[src/hdl/spd_pkg.sv]
// Shared types and constants for the spectrum peak region detector.
// No dependencies; every other file but spd_checker imports this package.
package spd_pkg;

  localparam int COEF_BITS      = 16;
  localparam int FRAC_BITS      = 13;
  localparam int NUM_COEF       = 6;
  localparam int ACC_BITS       = 36;
  localparam int FIELD_BITS     = 16;
  localparam int CFG_INDEX_BITS = 3;
  localparam int CFG_DATA_BITS  = 36;

  localparam logic [ACC_BITS-1:0]  ACC_MAX           = {ACC_BITS{1'b1}};
  localparam logic [COEF_BITS-1:0] COEF_CENTER_RESET = 16'd8192;

  localparam logic [CFG_INDEX_BITS-1:0] REG_COEF_CENTER  = 3'd0;
  localparam logic [CFG_INDEX_BITS-1:0] REG_COEF_OFF5    = 3'd5;
  localparam logic [CFG_INDEX_BITS-1:0] REG_THRESHOLD_SQ = 3'd6;

  typedef logic [NUM_COEF-1:0][COEF_BITS-1:0] coef_vec_t;

  // Centre tap at 1.0, all other taps zero
  localparam coef_vec_t COEF_RESET = coef_vec_t'(COEF_CENTER_RESET);

  // Per-slot pipeline control: slot occupied, slot yields a result, last sample of spectrum
  typedef struct packed {
    logic vld;
    logic res;
    logic last;
  } spd_ctl_t;

endpackage

[src/hdl/spd_front.sv]
// Front stage: sample window, baseline, sample counter and symmetric pair sums.
// Depends on spd_pkg.
module spd_front #(
  parameter int HALF_WIDTH  = 5,
  parameter int SAMPLE_BITS = 16,
  parameter int INDEX_BITS  = 16
) (
  input  logic                           clk,
  input  logic                           rst,
  input  logic                           en,
  input  logic                           accept,
  input  logic [SAMPLE_BITS-1:0]         sample,
  input  logic                           last,
  output logic signed [SAMPLE_BITS+1:0]  pair [HALF_WIDTH+1],
  output spd_pkg::spd_ctl_t              ctl,
  output logic [INDEX_BITS-1:0]          center
);
  import spd_pkg::*;

  localparam int TAPS  = 2 * HALF_WIDTH + 1;
  localparam int PAIRW = SAMPLE_BITS + 2;
  localparam logic [INDEX_BITS-1:0] INDEX_MAX = {INDEX_BITS{1'b1}};

  logic [SAMPLE_BITS-1:0] window [TAPS];
  logic [SAMPLE_BITS-1:0] baseline;
  logic [INDEX_BITS-1:0]  count;

  logic [SAMPLE_BITS-1:0] window_next [TAPS];
  logic [SAMPLE_BITS-1:0] baseline_next;
  logic signed [PAIRW-1:0] pair_next [HALF_WIDTH+1];
  logic signed [PAIRW-1:0] base2;

  always_comb begin
    window_next[0] = sample;
    for (int i = 1; i < TAPS; i++) begin
      window_next[i] = window[i-1];
    end
    baseline_next = (count == '0) ? sample : baseline;
    base2 = $signed({1'b0, baseline_next, 1'b0});
    pair_next[0] = $signed({2'b00, window_next[HALF_WIDTH]}) - $signed({2'b00, baseline_next});
    for (int d = 1; d <= HALF_WIDTH; d++) begin
      pair_next[d] = $signed({2'b00, window_next[HALF_WIDTH-d]})
                   + $signed({2'b00, window_next[HALF_WIDTH+d]}) - base2;
    end
  end

  always_ff @(posedge clk) begin
    if (rst) begin
      for (int i = 0; i < TAPS; i++) begin
        window[i] <= '0;
      end
      baseline <= '0;
      count    <= '0;
    end else if (accept) begin
      window   <= window_next;
      baseline <= baseline_next;
      if (last) begin
        count <= '0;
      end else if (count != INDEX_MAX) begin
        count <= count + 1'b1;
      end
    end
  end

  always_ff @(posedge clk) begin
    if (rst) begin
      ctl <= '0;
    end else if (en) begin
      ctl <= '{vld:  accept,
               res:  accept && (count >= INDEX_BITS'(TAPS - 1)),
               last: accept && last};
    end
  end

  always_ff @(posedge clk) begin
    if (en) begin
      pair   <= pair_next;
      center <= count - INDEX_BITS'(HALF_WIDTH);
    end
  end

endmodule

[config.mk]
export PLATFORM = sky130hd
export DESIGN_NAME = spd_front
export DESIGN_NICKNAME = d
export VERILOG_FILES = /design/src/hdl/spd_pkg.sv /design/src/hdl/spd_front.sv
export SDC_FILE = /design/constraint.sdc
export NUM_CORES = 1
export LEC_CHECK = 0
export BUFFER_PORTS_ARGS = -buffer_cell sky130_fd_sc_hd__buf_2
export CORE_MARGIN = 3
export CORE_UTILIZATION = 45
export CTS_BUF_LIST = sky130_fd_sc_hd__clkbuf_4
export DETAILED_ROUTE_END_ITERATION = 7
export PLACE_DENSITY_LB_ADDON = 0.3
export RECOVER_POWER = 25
export SETUP_SLACK_MARGIN = 0.02
export SYNTH_ARGS = -nofsm -noshare
export SYNTH_HDL_FRONTEND = slang
export SYNTH_SLANG_ARGS = --single-unit
[constraint.sdc]
create_clock -name clk -period 4.75 [get_ports clk]
set_input_delay 0.2375 -clock clk [delete_from_list [all_inputs] [get_ports clk]]
set_output_delay 0.2375 -clock clk [all_outputs]
set_load 0.05 [all_outputs]
# After elaboration in Yosys (flattened, before gate mapping)
# Cells that the tools add are included.
# word_totals
in_bits	21
register_bits	319
out_inout_bits	127
word_cells	45
# classes
eq_ne	1
magnitude_cmp	1
add_sub_neg	13
muxes	3
n_reduce_logical	5
# op_table
op	n
17-bit by 17-bit subtractor with 18-bit output	5
16-bit by 16-bit adder with 17-bit output	5
16-bit two-way mux	3
16-bit by 16-bit subtractor with 17-bit output	1
16-bit by 1-bit adder with 16-bit output (second input constant)	1
16-bit by 4-bit greater-or-equal comparator with 1-bit output (second input constant)	1
16-bit logical NOT	1
16-bit inequality test (second input constant)	1
16-bit by 3-bit subtractor with 16-bit output (second input constant)	1
1-bit logical AND	2
2-bit AND reduction	1
2-bit nonzero test	1

# Longest topological paths before layout
# logic_depth
depth_word	3
depth_mapped	18
ltp_nobuf	15

# Least setup slack after synthesis
# OpenSTA, ideal clock, no wires.
# synth_path
path_kind	flip-flop to flip-flop
from	register count[11]
to	register pair[16] in the netlist's numbering (data pin)
path_stages_with_launch	15
setup_time_ns	0.259
t_arrival_ns	4.472
n_path_buf	2
required_ns	4.491
synth_period_minus_slack_ns	4.731
slack_ns	0.019
cell_sequence	dfxtp_1 buf_4 or4_4 nor3_4 nand4_4 buf_1 mux2i_1 fa_1 ha_1 nor2b_1 o31a_1 o221a_2 or3b_2 a41oi_1 xnor2_1
# synth_rtl
item	line_no	text
start: declaration	spd_front.sv:26	logic [INDEX_BITS-1:0] count;
start signal: assignment	spd_front.sv:60	count <= count + 1'b1;
end signal: assignment	spd_front.sv:77	pair <= pair_next;
end: declaration	spd_front.sv:14	output logic signed [SAMPLE_BITS+1:0] pair [HALF_WIDTH+1],

==> results_dict.tcl <==
set metrics [dict create \
    status "finished with violations" \
    violations "max-capacitance violations, max-slew violations" \
    root_buffer "clkbuf_4" \
    rows 71 \
    netlist_instances 1707 \
    syn-num-nets 1908 \
    drive_above_1_share_pct 17.1 \
    grt_max_degree 84 \
    ys_ff_latch 318 \
    num_io_pins 148 \
    viasPerCell 5.11 \
    cts_buffers 87 \
    crit_path_start "count[7]$_SDFFE_PP0P_" \
    crit_fanout 9 \
    period_share_pct 93.6 \
    clock-sinks 318 \
    reg2reg_to "pair[50]$_DFFE_PP_" \
    fin_crit_ps 4450 \
    htreeDepth 3 \
    max_slew_margin_pct -91.4 \
    postPlaceCellArea_um2 19000 \
    worst_setup_path_end_kind "flip-flop" \
    yosys_warnings 0 \
    cp.arrival_ps 4910 \
    finalInstanceArea_um2 20300 \
    hold_path_depth 3 \
    tns_ps 0 \
    hp-start "accept" \
    clkTransAtPathRegs_ps 70 \
    track_usage_pct 20.4 \
    dp_hpwl_mm 30.7 \
    slew_viol_final 148 \
    maxCapViolCount 2 \
    timing.fmax_ghz 0.225 \
    synth.cell_area_um2 17700 \
    syn_area_per_cell_um2 10.4 \
    vias 12785 \
    tightestPinTransition_ps 2870 \
    wl_met2_mm 18.4 \
    die_w_um 204 \
    async_reset_ff_share_pct 0 \
    p_per_area_nw_per_um2 355 \
    critical_path.startpoint_type "flip-flop" \
    r2r_slack_ps 300 \
    wl_mm 41.9 \
    hold_viol 0 \
    r2r_start "count[7]$_SDFFE_PP0P_" \
    clockBufferDepth 3 \
    finalClockSkew_ps 55.3 \
    min_to "ctl[0]$_SDFFE_PP0P_" \
    final_net_count 2125 \
    start_util_pct 46.3 \
    drc 0 \
    drt-initial-drc-count 642 \
    die_area_um2 41700 \
    area_growth_pct 15.0 \
    ys_seq_area_share_pct 43.0 \
    setup_viol 0 \
    pre_cts_ws_ps 251 \
    globalplace.congestion 0.928 \
    grt_pass1_vias 12807 \
    wl_met1_mm 20.3 \
    crit_type "flip-flop to flip-flop" \
    routedWlPerCell_um 16.8 \
    ys_types 74 \
    die_h_um 204 \
    p_leak_nw 9.19 \
    io_buffers 147 \
    synth_flop_cell "dfxtp_1" \
    grt_pass1_wl_mm 67.7 \
    dr.pass1.iters 5 \
    required_ps 5210 \
    insertion_delay_ps 760 \
    overflow 0 \
    wl_met3_mm 2.25 \
    ir_drop_uv 163 \
    layout_setup_ws_ps 305 \
    cts_tree "yes" \
    holdCritPathClass "primary input to flip-flop" \
    synth-edff-count 123 \
    top_layer "met4" \
    drtAntennaViolNets 0 \
    rsz0062_at_grt "false" \
    antenna_found_initial 1 \
    rr_worst_depth 16 \
    core_um2 38200 \
]
==> what timing repair did <==
item	CTS	global route
hold endpoints to repair	93	0
hold buffers	19	0
setup endpoints to repair	0	8
buffers inserted	0	0
gates resized for setup	0	8
==> layer usage <==
layer	vias up	global-route usage [%]
met4	0	7.35
met1	6055	29.5
li1	6354	-
met2	311	30.7
met3	65	3.90
met5	-	0
==> power by group <==
group,leakage (nW),internal [mW],switching (mW)
Sequential,2.72,3.04,0.0563
Combinational,5.81,0.524,1.13
Clock,0.666,1.33,1.14
==> area by class of cell <==
cell class | count | area [µm²]
flip-flops and latches | 318 | 7600
clock inverters | 21 | 110
repair buffers | 194 | 1150
clock buffers | 134 | 1010
inverters | 164 | 616
multi-input cells | 1159 | 9210
diodes | 1 | 2.50
fillers | 3543 | 17900
well taps | 511 | 639
==> worst max-delay path, stage by stage (launching register included) <==
cell and delay (ps):
dfxtp_1 360, or4_4 540, nor3_4 200, nand4_4 180, mux2i_1 360, buf_4 290
xor2_2 80, ha_1 180, a21o_1 150, ha_1 340, nor2b_1 210, o31a_1 210
o22ai_1 110, buf_4 160, o21ai_0 270, o211ai_1 120, a311o_1 370
==> cell usage in the layout, fill, tap and decap left out, types with 27 or more instances in the layout <==
cell type,netlist,routed
buf_4,3,27
buf_2,5,144
a21oi_1,88,86
nand2_1,88,88
o21ai_0,49,47
edfxtp_1,123,123
ha_1,109,109
dfxtp_1,195,195
inv_1,164,164
xor2_1,38,38
fa_1,71,71
mux2i_1,173,171
nor2_1,227,227
a21o_1,29,29
clkbuf_4,0,134
xnor2_1,65,65
==> metrics by stage <==
stage          cells  hold WS [ps]  total power, mW  utilization (%)
4_1_cts         2501          65.1             7.32             53.2
6_report        2502           160             7.21             53.2
5_1_grt         2502           141             7.63             53.2
3_3_place_gp    2327           442             4.77             49.7
3_5_place_dp    2327           449             4.77             49.7
2_1_floorplan   1707           350             4.35                -
==> synthesized netlist by cell type, types with 11 or more instances <==
library cell	n	share of area (%)
inv_1	164	3.5
o21a_1	18	0.76
nand3_1	19	0.54
nor2b_1	16	0.57
nand4_1	12	0.42
a31oi_1	11	0.39
xor2_1	38	1.9
xnor2_1	65	3.2
buf_1	16	0.34
a21o_1	29	1.2
nor2_1	227	4.8
mux2i_1	173	9.8
dfxtp_1	195	22
nand2b_1	14	0.50
o21ai_0	49	1.4
fa_1	71	8.0
a21oi_1	88	2.5
nand2_1	88	1.9
ha_1	109	7.7
edfxtp_1	123	21
clkbuf_1	39	0.83
==> worst max path at each step <==
stage	slack (ps)	end
global placement	180	pair[68]$_DFFE_PP_
finish	300	pair[50]$_DFFE_PP_
global route	40	pair[68]$_DFFE_PP_
floorplan	170	pair[16]$_DFFE_PP_
detailed placement	250	pair[16]$_DFFE_PP_
CTS	160	pair[70]$_DFFE_PP_
==> state kept, by name, summed over array words and instances (netlist names) <==
name and count:
window 160, baseline 16, ctl 3, pair 107
count 16, center 16
==> kinds of logic (layout without fill, tap and decap cells) <==
logic type	after synthesis	in the layout	synth area share, %
AO/OA/AOI/OAI	266	266	9.66
XOR/XNOR	108	108	5.56
adder cells (fa/ha/maj)	180	180	15.8
buffers and inverters	230	513	5.08
flip-flops	318	318	43.0
multiplexers	173	173	9.80
other	0	1	0
AND/OR/NAND/NOR	432	432	11.2
No activity file was read; power rests on OpenSTA's default activity.
