**config.mk**
```make
export PLATFORM = sky130hd
export DESIGN_NAME = spd_region
export DESIGN_NICKNAME = d
export VERILOG_FILES = /design/src/hdl/spd_pkg.sv /design/src/hdl/spd_region.sv
export SDC_FILE = /design/constraint.sdc
export NUM_CORES = 1
export LEC_CHECK = 0
export ABC_AREA = 1
export BUFFER_PORTS_ARGS = -buffer_cell sky130_fd_sc_hd__buf_4
export CELL_PAD_IN_SITES_DETAIL_PLACEMENT = 0
export CELL_PAD_IN_SITES_GLOBAL_PLACEMENT = 1
export CORE_MARGIN = 1
export CORE_UTILIZATION = 44
export CTS_CLUSTER_SIZE = 12
export DETAILED_ROUTE_END_ITERATION = 10
export GPL_TIMING_DRIVEN = 0
export PLACE_DENSITY_LB_ADDON = 0.1
export SETUP_SLACK_MARGIN = 0.15
export SKIP_LAST_GASP = 1
export SYNTH_ARGS = -nofsm -noshare
export SYNTH_HDL_FRONTEND = slang
export SYNTH_SLANG_ARGS = --single-unit
```
**constraint.sdc**
```tcl
create_clock -name clk -period 6.22 [get_ports clk]
set_clock_uncertainty 0.15 [all_clocks]
set_input_delay 0.622 -clock clk [delete_from_list [all_inputs] [get_ports clk]]
set_output_delay 0.622 -clock clk [all_outputs]
set_load 0.03 [all_outputs]
```
**src/hdl/spd_pkg.sv**
```systemverilog
// Shared types and constants for the spectrum peak region detector.
// No dependencies; every other file but spd_checker imports this package.
package spd_pkg;

  localparam int COEF_BITS      = 16;
  localparam int FRAC_BITS      = 13;
  localparam int NUM_COEF       = 6;
  localparam int ACC_BITS       = 36;
  localparam int FIELD_BITS     = 16;
  localparam int CFG_INDEX_BITS = 3;
  localparam int CFG_DATA_BITS  = 36;

  localparam logic [ACC_BITS-1:0]  ACC_MAX           = {ACC_BITS{1'b1}};
  localparam logic [COEF_BITS-1:0] COEF_CENTER_RESET = 16'd8192;

  localparam logic [CFG_INDEX_BITS-1:0] REG_COEF_CENTER  = 3'd0;
  localparam logic [CFG_INDEX_BITS-1:0] REG_COEF_OFF5    = 3'd5;
  localparam logic [CFG_INDEX_BITS-1:0] REG_THRESHOLD_SQ = 3'd6;

  typedef logic [NUM_COEF-1:0][COEF_BITS-1:0] coef_vec_t;

  // Centre tap at 1.0, all other taps zero
  localparam coef_vec_t COEF_RESET = coef_vec_t'(COEF_CENTER_RESET);

  // Per-slot pipeline control: slot occupied, slot yields a result, last sample of spectrum
  typedef struct packed {
    logic vld;
    logic res;
    logic last;
  } spd_ctl_t;

endpackage

```
**src/hdl/spd_region.sv**
```systemverilog
// Peak run tracking and the result register.
// Depends on spd_pkg.
module spd_region #(
  parameter int INDEX_BITS = 16
) (
  input  logic                              clk,
  input  logic                              rst,
  input  logic                              en,
  input  spd_pkg::spd_ctl_t                 ctl,
  input  logic [INDEX_BITS-1:0]             center,
  input  logic                              peak,
  output logic                              out_valid,
  output logic [spd_pkg::FIELD_BITS-1:0]    center_index,
  output logic                              is_peak,
  output logic                              region_done,
  output logic [spd_pkg::FIELD_BITS-1:0]    region_start,
  output logic [spd_pkg::FIELD_BITS-1:0]    region_end,
  output logic [spd_pkg::FIELD_BITS-1:0]    region_width
);
  import spd_pkg::*;

  logic                  in_region;
  logic [INDEX_BITS-1:0] open_start;
  logic [INDEX_BITS-1:0] end_next;
  logic                  done_next;

  assign done_next = !peak && in_region;
  assign end_next  = center - 1'b1;

  always_ff @(posedge clk) begin
    if (rst) begin
      in_region  <= 1'b0;
      open_start <= '0;
      out_valid  <= 1'b0;
    end else if (en) begin
      out_valid <= ctl.vld && ctl.res;
      if (ctl.vld && ctl.last) begin
        in_region  <= 1'b0;
        open_start <= '0;
      end else if (ctl.vld && ctl.res) begin
        if (peak && !in_region) begin
          in_region  <= 1'b1;
          open_start <= center;
        end else if (done_next) begin
          in_region  <= 1'b0;
          open_start <= '0;
        end
      end
    end
  end

  always_ff @(posedge clk) begin
    if (en) begin
      center_index <= FIELD_BITS'(center);
      is_peak      <= peak;
      region_done  <= done_next;
      region_start <= done_next ? FIELD_BITS'(open_start) : '0;
      region_end   <= done_next ? FIELD_BITS'(end_next) : '0;
      region_width <= done_next ? FIELD_BITS'(INDEX_BITS'(end_next - open_start)) : '0;
    end
  end

endmodule

```
# Word level (Yosys, flattened, before mapping)
# Index checks and enable logic that the tools add are counted.
# Widths: inputs -> output; s select.
# totals
regBits,84
latch_bits,0
mem_bits_rw,0
rom_bits,0
in_bits,23
out_inout_bits,67
word_cells,28
memories,0
# classes
n_addsub,2
mul,0
div,0
magnitude_cmp,0
n_eq_ne,0
shifts,0
muxes,8
n_bitwise,0
n_reduce_logical,9
# ops
operator,n
$mux 16,4
$sub 16x1->16 const B,1
$sub 16x16->16,1
$logic_and 1x1->1,4
$mux 1,4
$reduce_and 3->1,1
$reduce_bool 3->1,1
$logic_not 1->1,2
$reduce_bool 2->1,1

# Longest topological paths before layout
# logic_depth
word_depth,6
ltp_mapped,19

# Worst setup path after synthesis
# Ideal clock, no wire load.
# synth_path
kind,input to register
from,in center[0]
to,"reg region_width[15] (netlist name), data pin"
t_arrival_ns,2.449
required_ns,5.815
path_slack_ns,3.366
cell_stages,17
path_buffers,0
path_cell_list,inv_1 -> ha_1 -> nand2_2 -> nor2_4 -> nand2_2 -> nor2_4 -> inv_1 -> o21ai_0 -> nand2_1 -> ha_1 -> nand2_1 -> nor3_1 -> nand2_1 -> nand2_1 -> nand3_1 -> nand2_1 -> nor2_1
# synth_via
elab_chain_cells,2
# synth_rtl
element,line_no,text
"start, declared",spd_region.sv:10,"input logic [INDEX_BITS-1:0] center,"
$sub 16x1->16,spd_region.sv:28,assign end_next = center - 1'b1;
via end_next[12],spd_region.sv:24,logic [INDEX_BITS-1:0] end_next;
$sub 16x16->16,spd_region.sv:59,region_width <= done_next ? FIELD_BITS'(INDEX_BITS'(end_next - open_start)) : '0;
"end signal, assigned",spd_region.sv:59,
"end, declared",spd_region.sv:18,output logic [spd_pkg::FIELD_BITS-1:0] region_width
# The timed path passes the listed nets, and every way through them passes these cells.
# A chain may end at the register's enable or synchronous reset.

# Final worst setup path
# Ends and elaborated chain as after synthesis.

==> summary.md <==
| Metric | Value |
|---|---|
| Leak | `approximately 2.1 nW` |
| Initial antenna violation count | `0` |
| Gate power share | `16.1%` |
| FF+latch count, synth | `84` |
| Layout cells sized above 1 | `between 20% and 30%` |
| Critical path launch point | `center[0]` |
| Clock buffer depth | `2` |
| CTS Root Cell | `clkbuf_8` |
| Final min period | `3.06 ns` |
| Routed Antenna Nets | `0` |
| Max FO, Critical Path | `6` |
| Gp weighted congestion | `about 0.81` |
| DIE AREA | `0.00971 mm²` |
| H-tree depth | `3` |
| Tcrit/Tclk final | `between 40% and 50%` |
| Clock transition at path regs | `roughly 0.08 ns` |
| Grt ovf | `0` |
| Unrepaired setup endpoints after global routing | `false` |
| Die W | `between 90 and 100 µm` |
| TNS Setup | `0 ns` |
| Die Y | `~99 µm` |
| Mapped cell area | `a little over 0.004 mm²` |
| TritonRoute pass-1 iters | `6` |
| Warning count from the yosys run | `0` |
| Largest cells by area after synthesis | `edfxtp_1 48%, dfxtp_1 8.8%, nand2_1 8.2%` |
| Area grow syn2layout | `24.9%` |
| Slowest CP cell | `ha_1` |
| Setup Viol. Count Final | `0` |
| Syn nets | `~470` |
| Setup CP Type | `primary input to flip-flop` |
| Outcome | `finished clean` |
| Worst path depth | `18` |
| Sw Ratio | `26.7%` |
| Worst path cell trace | `buf_4, inv_1, ha_1, nand2_2, nor2_4, nand2_2, nor2_4, inv_1, o21ai_0, nand2_1, ha_1, nand2_1, nor3_1, nand2_1, nand2_1, nand3_1, nand2_1, nor2_1` |
| DR WL/cell | `about 14 µm` |
| Hold WC Path Type | `flip-flop to flip-flop` |
| CP Launch Type | `primary input` |
| Diodes inserted | `0` |
| CP Capture Type | `flip-flop` |
| Via density | `about 4.9` |
| # nets final | `roughly 570` |
| # port buffers | `88` |
| Req. time, crit path | `approximately 6.2 ns` |
| Worst R2R End | `region_width[10]` |
| Max Cap Violations | `0` |
| Final wirelength | `about 9000 µm` |
| Core area | `between 0.008 and 0.009 mm²` |
| Fin. Hold Viols | `0` |
| Post-CTS setup repair buffer count | `0` |
| Slew Limit Fails | `0` |
| DRT met1 WL | `around 4400 µm` |
| Largest net degree at the start of global routing | `slightly below 70` |
| Avg Cell Area, Syn | `approximately 9.5 µm²` |
| Crit-path leading delay family | `simple AND/OR/NAND/NOR gates` |
| R2R cell count | `10` |
| Met2 wire length | `4100 µm` |
| First-pass GRT wire length | `approximately 14,000 µm` |
| Vias in the first global route | `about 3,000` |
| Via Count | `~3,100` |
| Actual slew at the worst max-slew pin | `a little over 0.8 ns` |
| Most frequent CP cell | `nand2_1` |
| Synth top area share | `48.3%` |
| Register share of total power | `around 50%` |
| Placed Cells | `around 630` |
| R2r setup slk | `slightly above 4 ns` |
| Iter 0 DRT Violations | `approximately 120` |
| Synth area leader | `edfxtp_1` |
| Peak supply drop | `between 0.15 and 0.2 mV` |
| Crit path buffers/inverters | `3` |
| Detailed Place HPWL | `6800 µm` |
| WL met3 | `between 300 and 400 µm` |
| Clk pwr share | `roughly a third` |
| Sequential element share of the synthesized area | `57.1%` |
| Remaining DRCs | `0` |
| DR top layer | `met4` |
| Clk Latency, worst-skew pair | `around 0.35 ns` |
| Area after DPL | `around 0.0049 mm²` |
| PostCTS Resize Cnt | `0` |
| CTS Buf Count | `9` |
| Cells after Synth | `between 400 and 500` |
| Critical path arrival | `3.01 ns` |
| Cell variety after synth | `34` |
| Ports | `90` |
| R2r startpoint | `open_start[0]` |
| Worst path max stage delay | `around 0.42 ns` |
| # rows | `34` |
| Net Switching | `approximately 0.00034 W` |
| Rel. slew slack | `45.6%` |
| Design area | `~0.0051 mm²` |
| CTS tree | `built` |
| Cts hold-fix bufs | `0` |
| Worst Setup EP | `region_width[15]` |
| Tot GR Track Use | `between 15 and 20%` |
| Cell-internal power | `0.000939 W` |
| Max Clk Rate | `between 300 and 400 MHz` |
| Initial Util | `~46%` |
| Layout Cells excl Fill | `approximately 640` |
| PD cells | `250 mW/mm²` |
| Clock sink count | `84` |
## worst min-delay path by stage
stage	end	slack, ns	start	cells past startpoint
finish	open_start[7]	0.32	open_start[7]	2
global route	center_index[1]	0.31	center[1]	1
CTS	center_index[1]	0.31	center[1]	1
detailed placement	open_start[7]	0.31	open_start[7]	2
global placement	open_start[8]	0.31	open_start[8]	2
floorplan	open_start[10]	0.29	open_start[10]	2
## tightest hold or removal path: cells and delay by family (launching register included)
| kind | cells | cell delay [ns] |
|---|---|---|
| AOI/OAI and AO/OA | 1 | 0.05 |
| and+or+nand+nor | 1 | 0.06 |
| DFF | 1 | 0.31 |
## metal layers
layer	vias to the layer above	track usage [%]
met5	-	0
met4	0	5.51
met3	10	4.26
met2	72	30.4
met1	1429	26.9
li1	1630	-
## area by class of cell
class / count / area [µm²]
Buffer: 10 / 61.3
Clock buffer: 11 / 141
Clock inverter: 5 / 85.1
Fill cell: 815 / 3770
Inverter: 53 / 201
Multi-Input combinational cell: 285 / 1500
Sequential cell: 84 / 2340
Tap cell: 108 / 135
Timing Repair Buffer: 88 / 661
## sequential cells by signal, summed over array words and instances, names as in the netlist
register	cells
region_done	1
in_region	1
region_start	16
region_width	16
is_peak	1
open_start	16
center_index	16
out_valid	1
region_end	16
## cell usage after synthesis
cell type  count
nand4_1        1
dfxtp_1       18
nand3_1       29
buf_2          1
nand3b_1       1
xnor2_1        3
clkbuf_1       5
o21bai_1       2
or2_2          1
buf_4          2
o21ai_4        1
nor2_4         5
nand2_2        7
nand3_2        1
inv_4          1
fa_1           1
buf_6          2
xor2_1         4
a211oi_1       1
nor2_1        52
edfxtp_1      66
o21bai_2       1
nand2_1       90
and2_1         2
clkinv_1       1
a21o_1         1
inv_1         48
nor2_2         3
nor3_1         2
o21ai_0       13
a21oi_1       47
o21a_1         1
ha_1          16
inv_2          3
## metrics by stage
step,worst slack (ns),util (%),total power [W],hold slack [ns]
finish,3.16,57.6,0.00128,0.315
global route,2.86,57.6,0.00133,0.309
CTS,3.20,57.6,0.00129,0.306
detailed placement,2.84,55.1,0.000856,0.305
global placement,2.85,55.1,0.000854,0.306
floorplan,3.37,-,0.000776,0.293
## power groups by stage
stage	combinational [W]	clock [W]	sequential (W)
2_1_floorplan	0.0000811	0	0.000695
3_3_place_gp	0.000205	0	0.000649
3_5_place_dp	0.000207	0	0.000650
4_1_cts	0.000207	0.000447	0.000637
5_1_grt	0.000226	0.000466	0.000639
6_report	0.000206	0.000438	0.000637
## cells by family after synthesis
family	synth area share, %
compound gates	8.91
flops	57.1
simple gates	20.7
xor+xnor	1.49
fa+ha+maj	5.37
buf+inv	6.41
## placed cells by master (no fill, tap or decap), types with 2 or more instances in the layout
cell	count
and2_1	2
buf_6	2
edfxtp_1	66
inv_1	48
nor2_4	5
a21oi_1	47
nor3_1	2
dfxtp_1	18
nor2_2	3
nand3_1	29
clkbuf_8	10
nand2_2	7
inv_2	3
o21bai_1	2
buf_4	90
nor2_1	52
ha_1	16
nand2_1	90
xnor2_1	3
o21ai_0	13
xor2_1	4
clkbuf_1	6
bufinv_16	2
No activity file was read; power rests on OpenSTA's default activity.
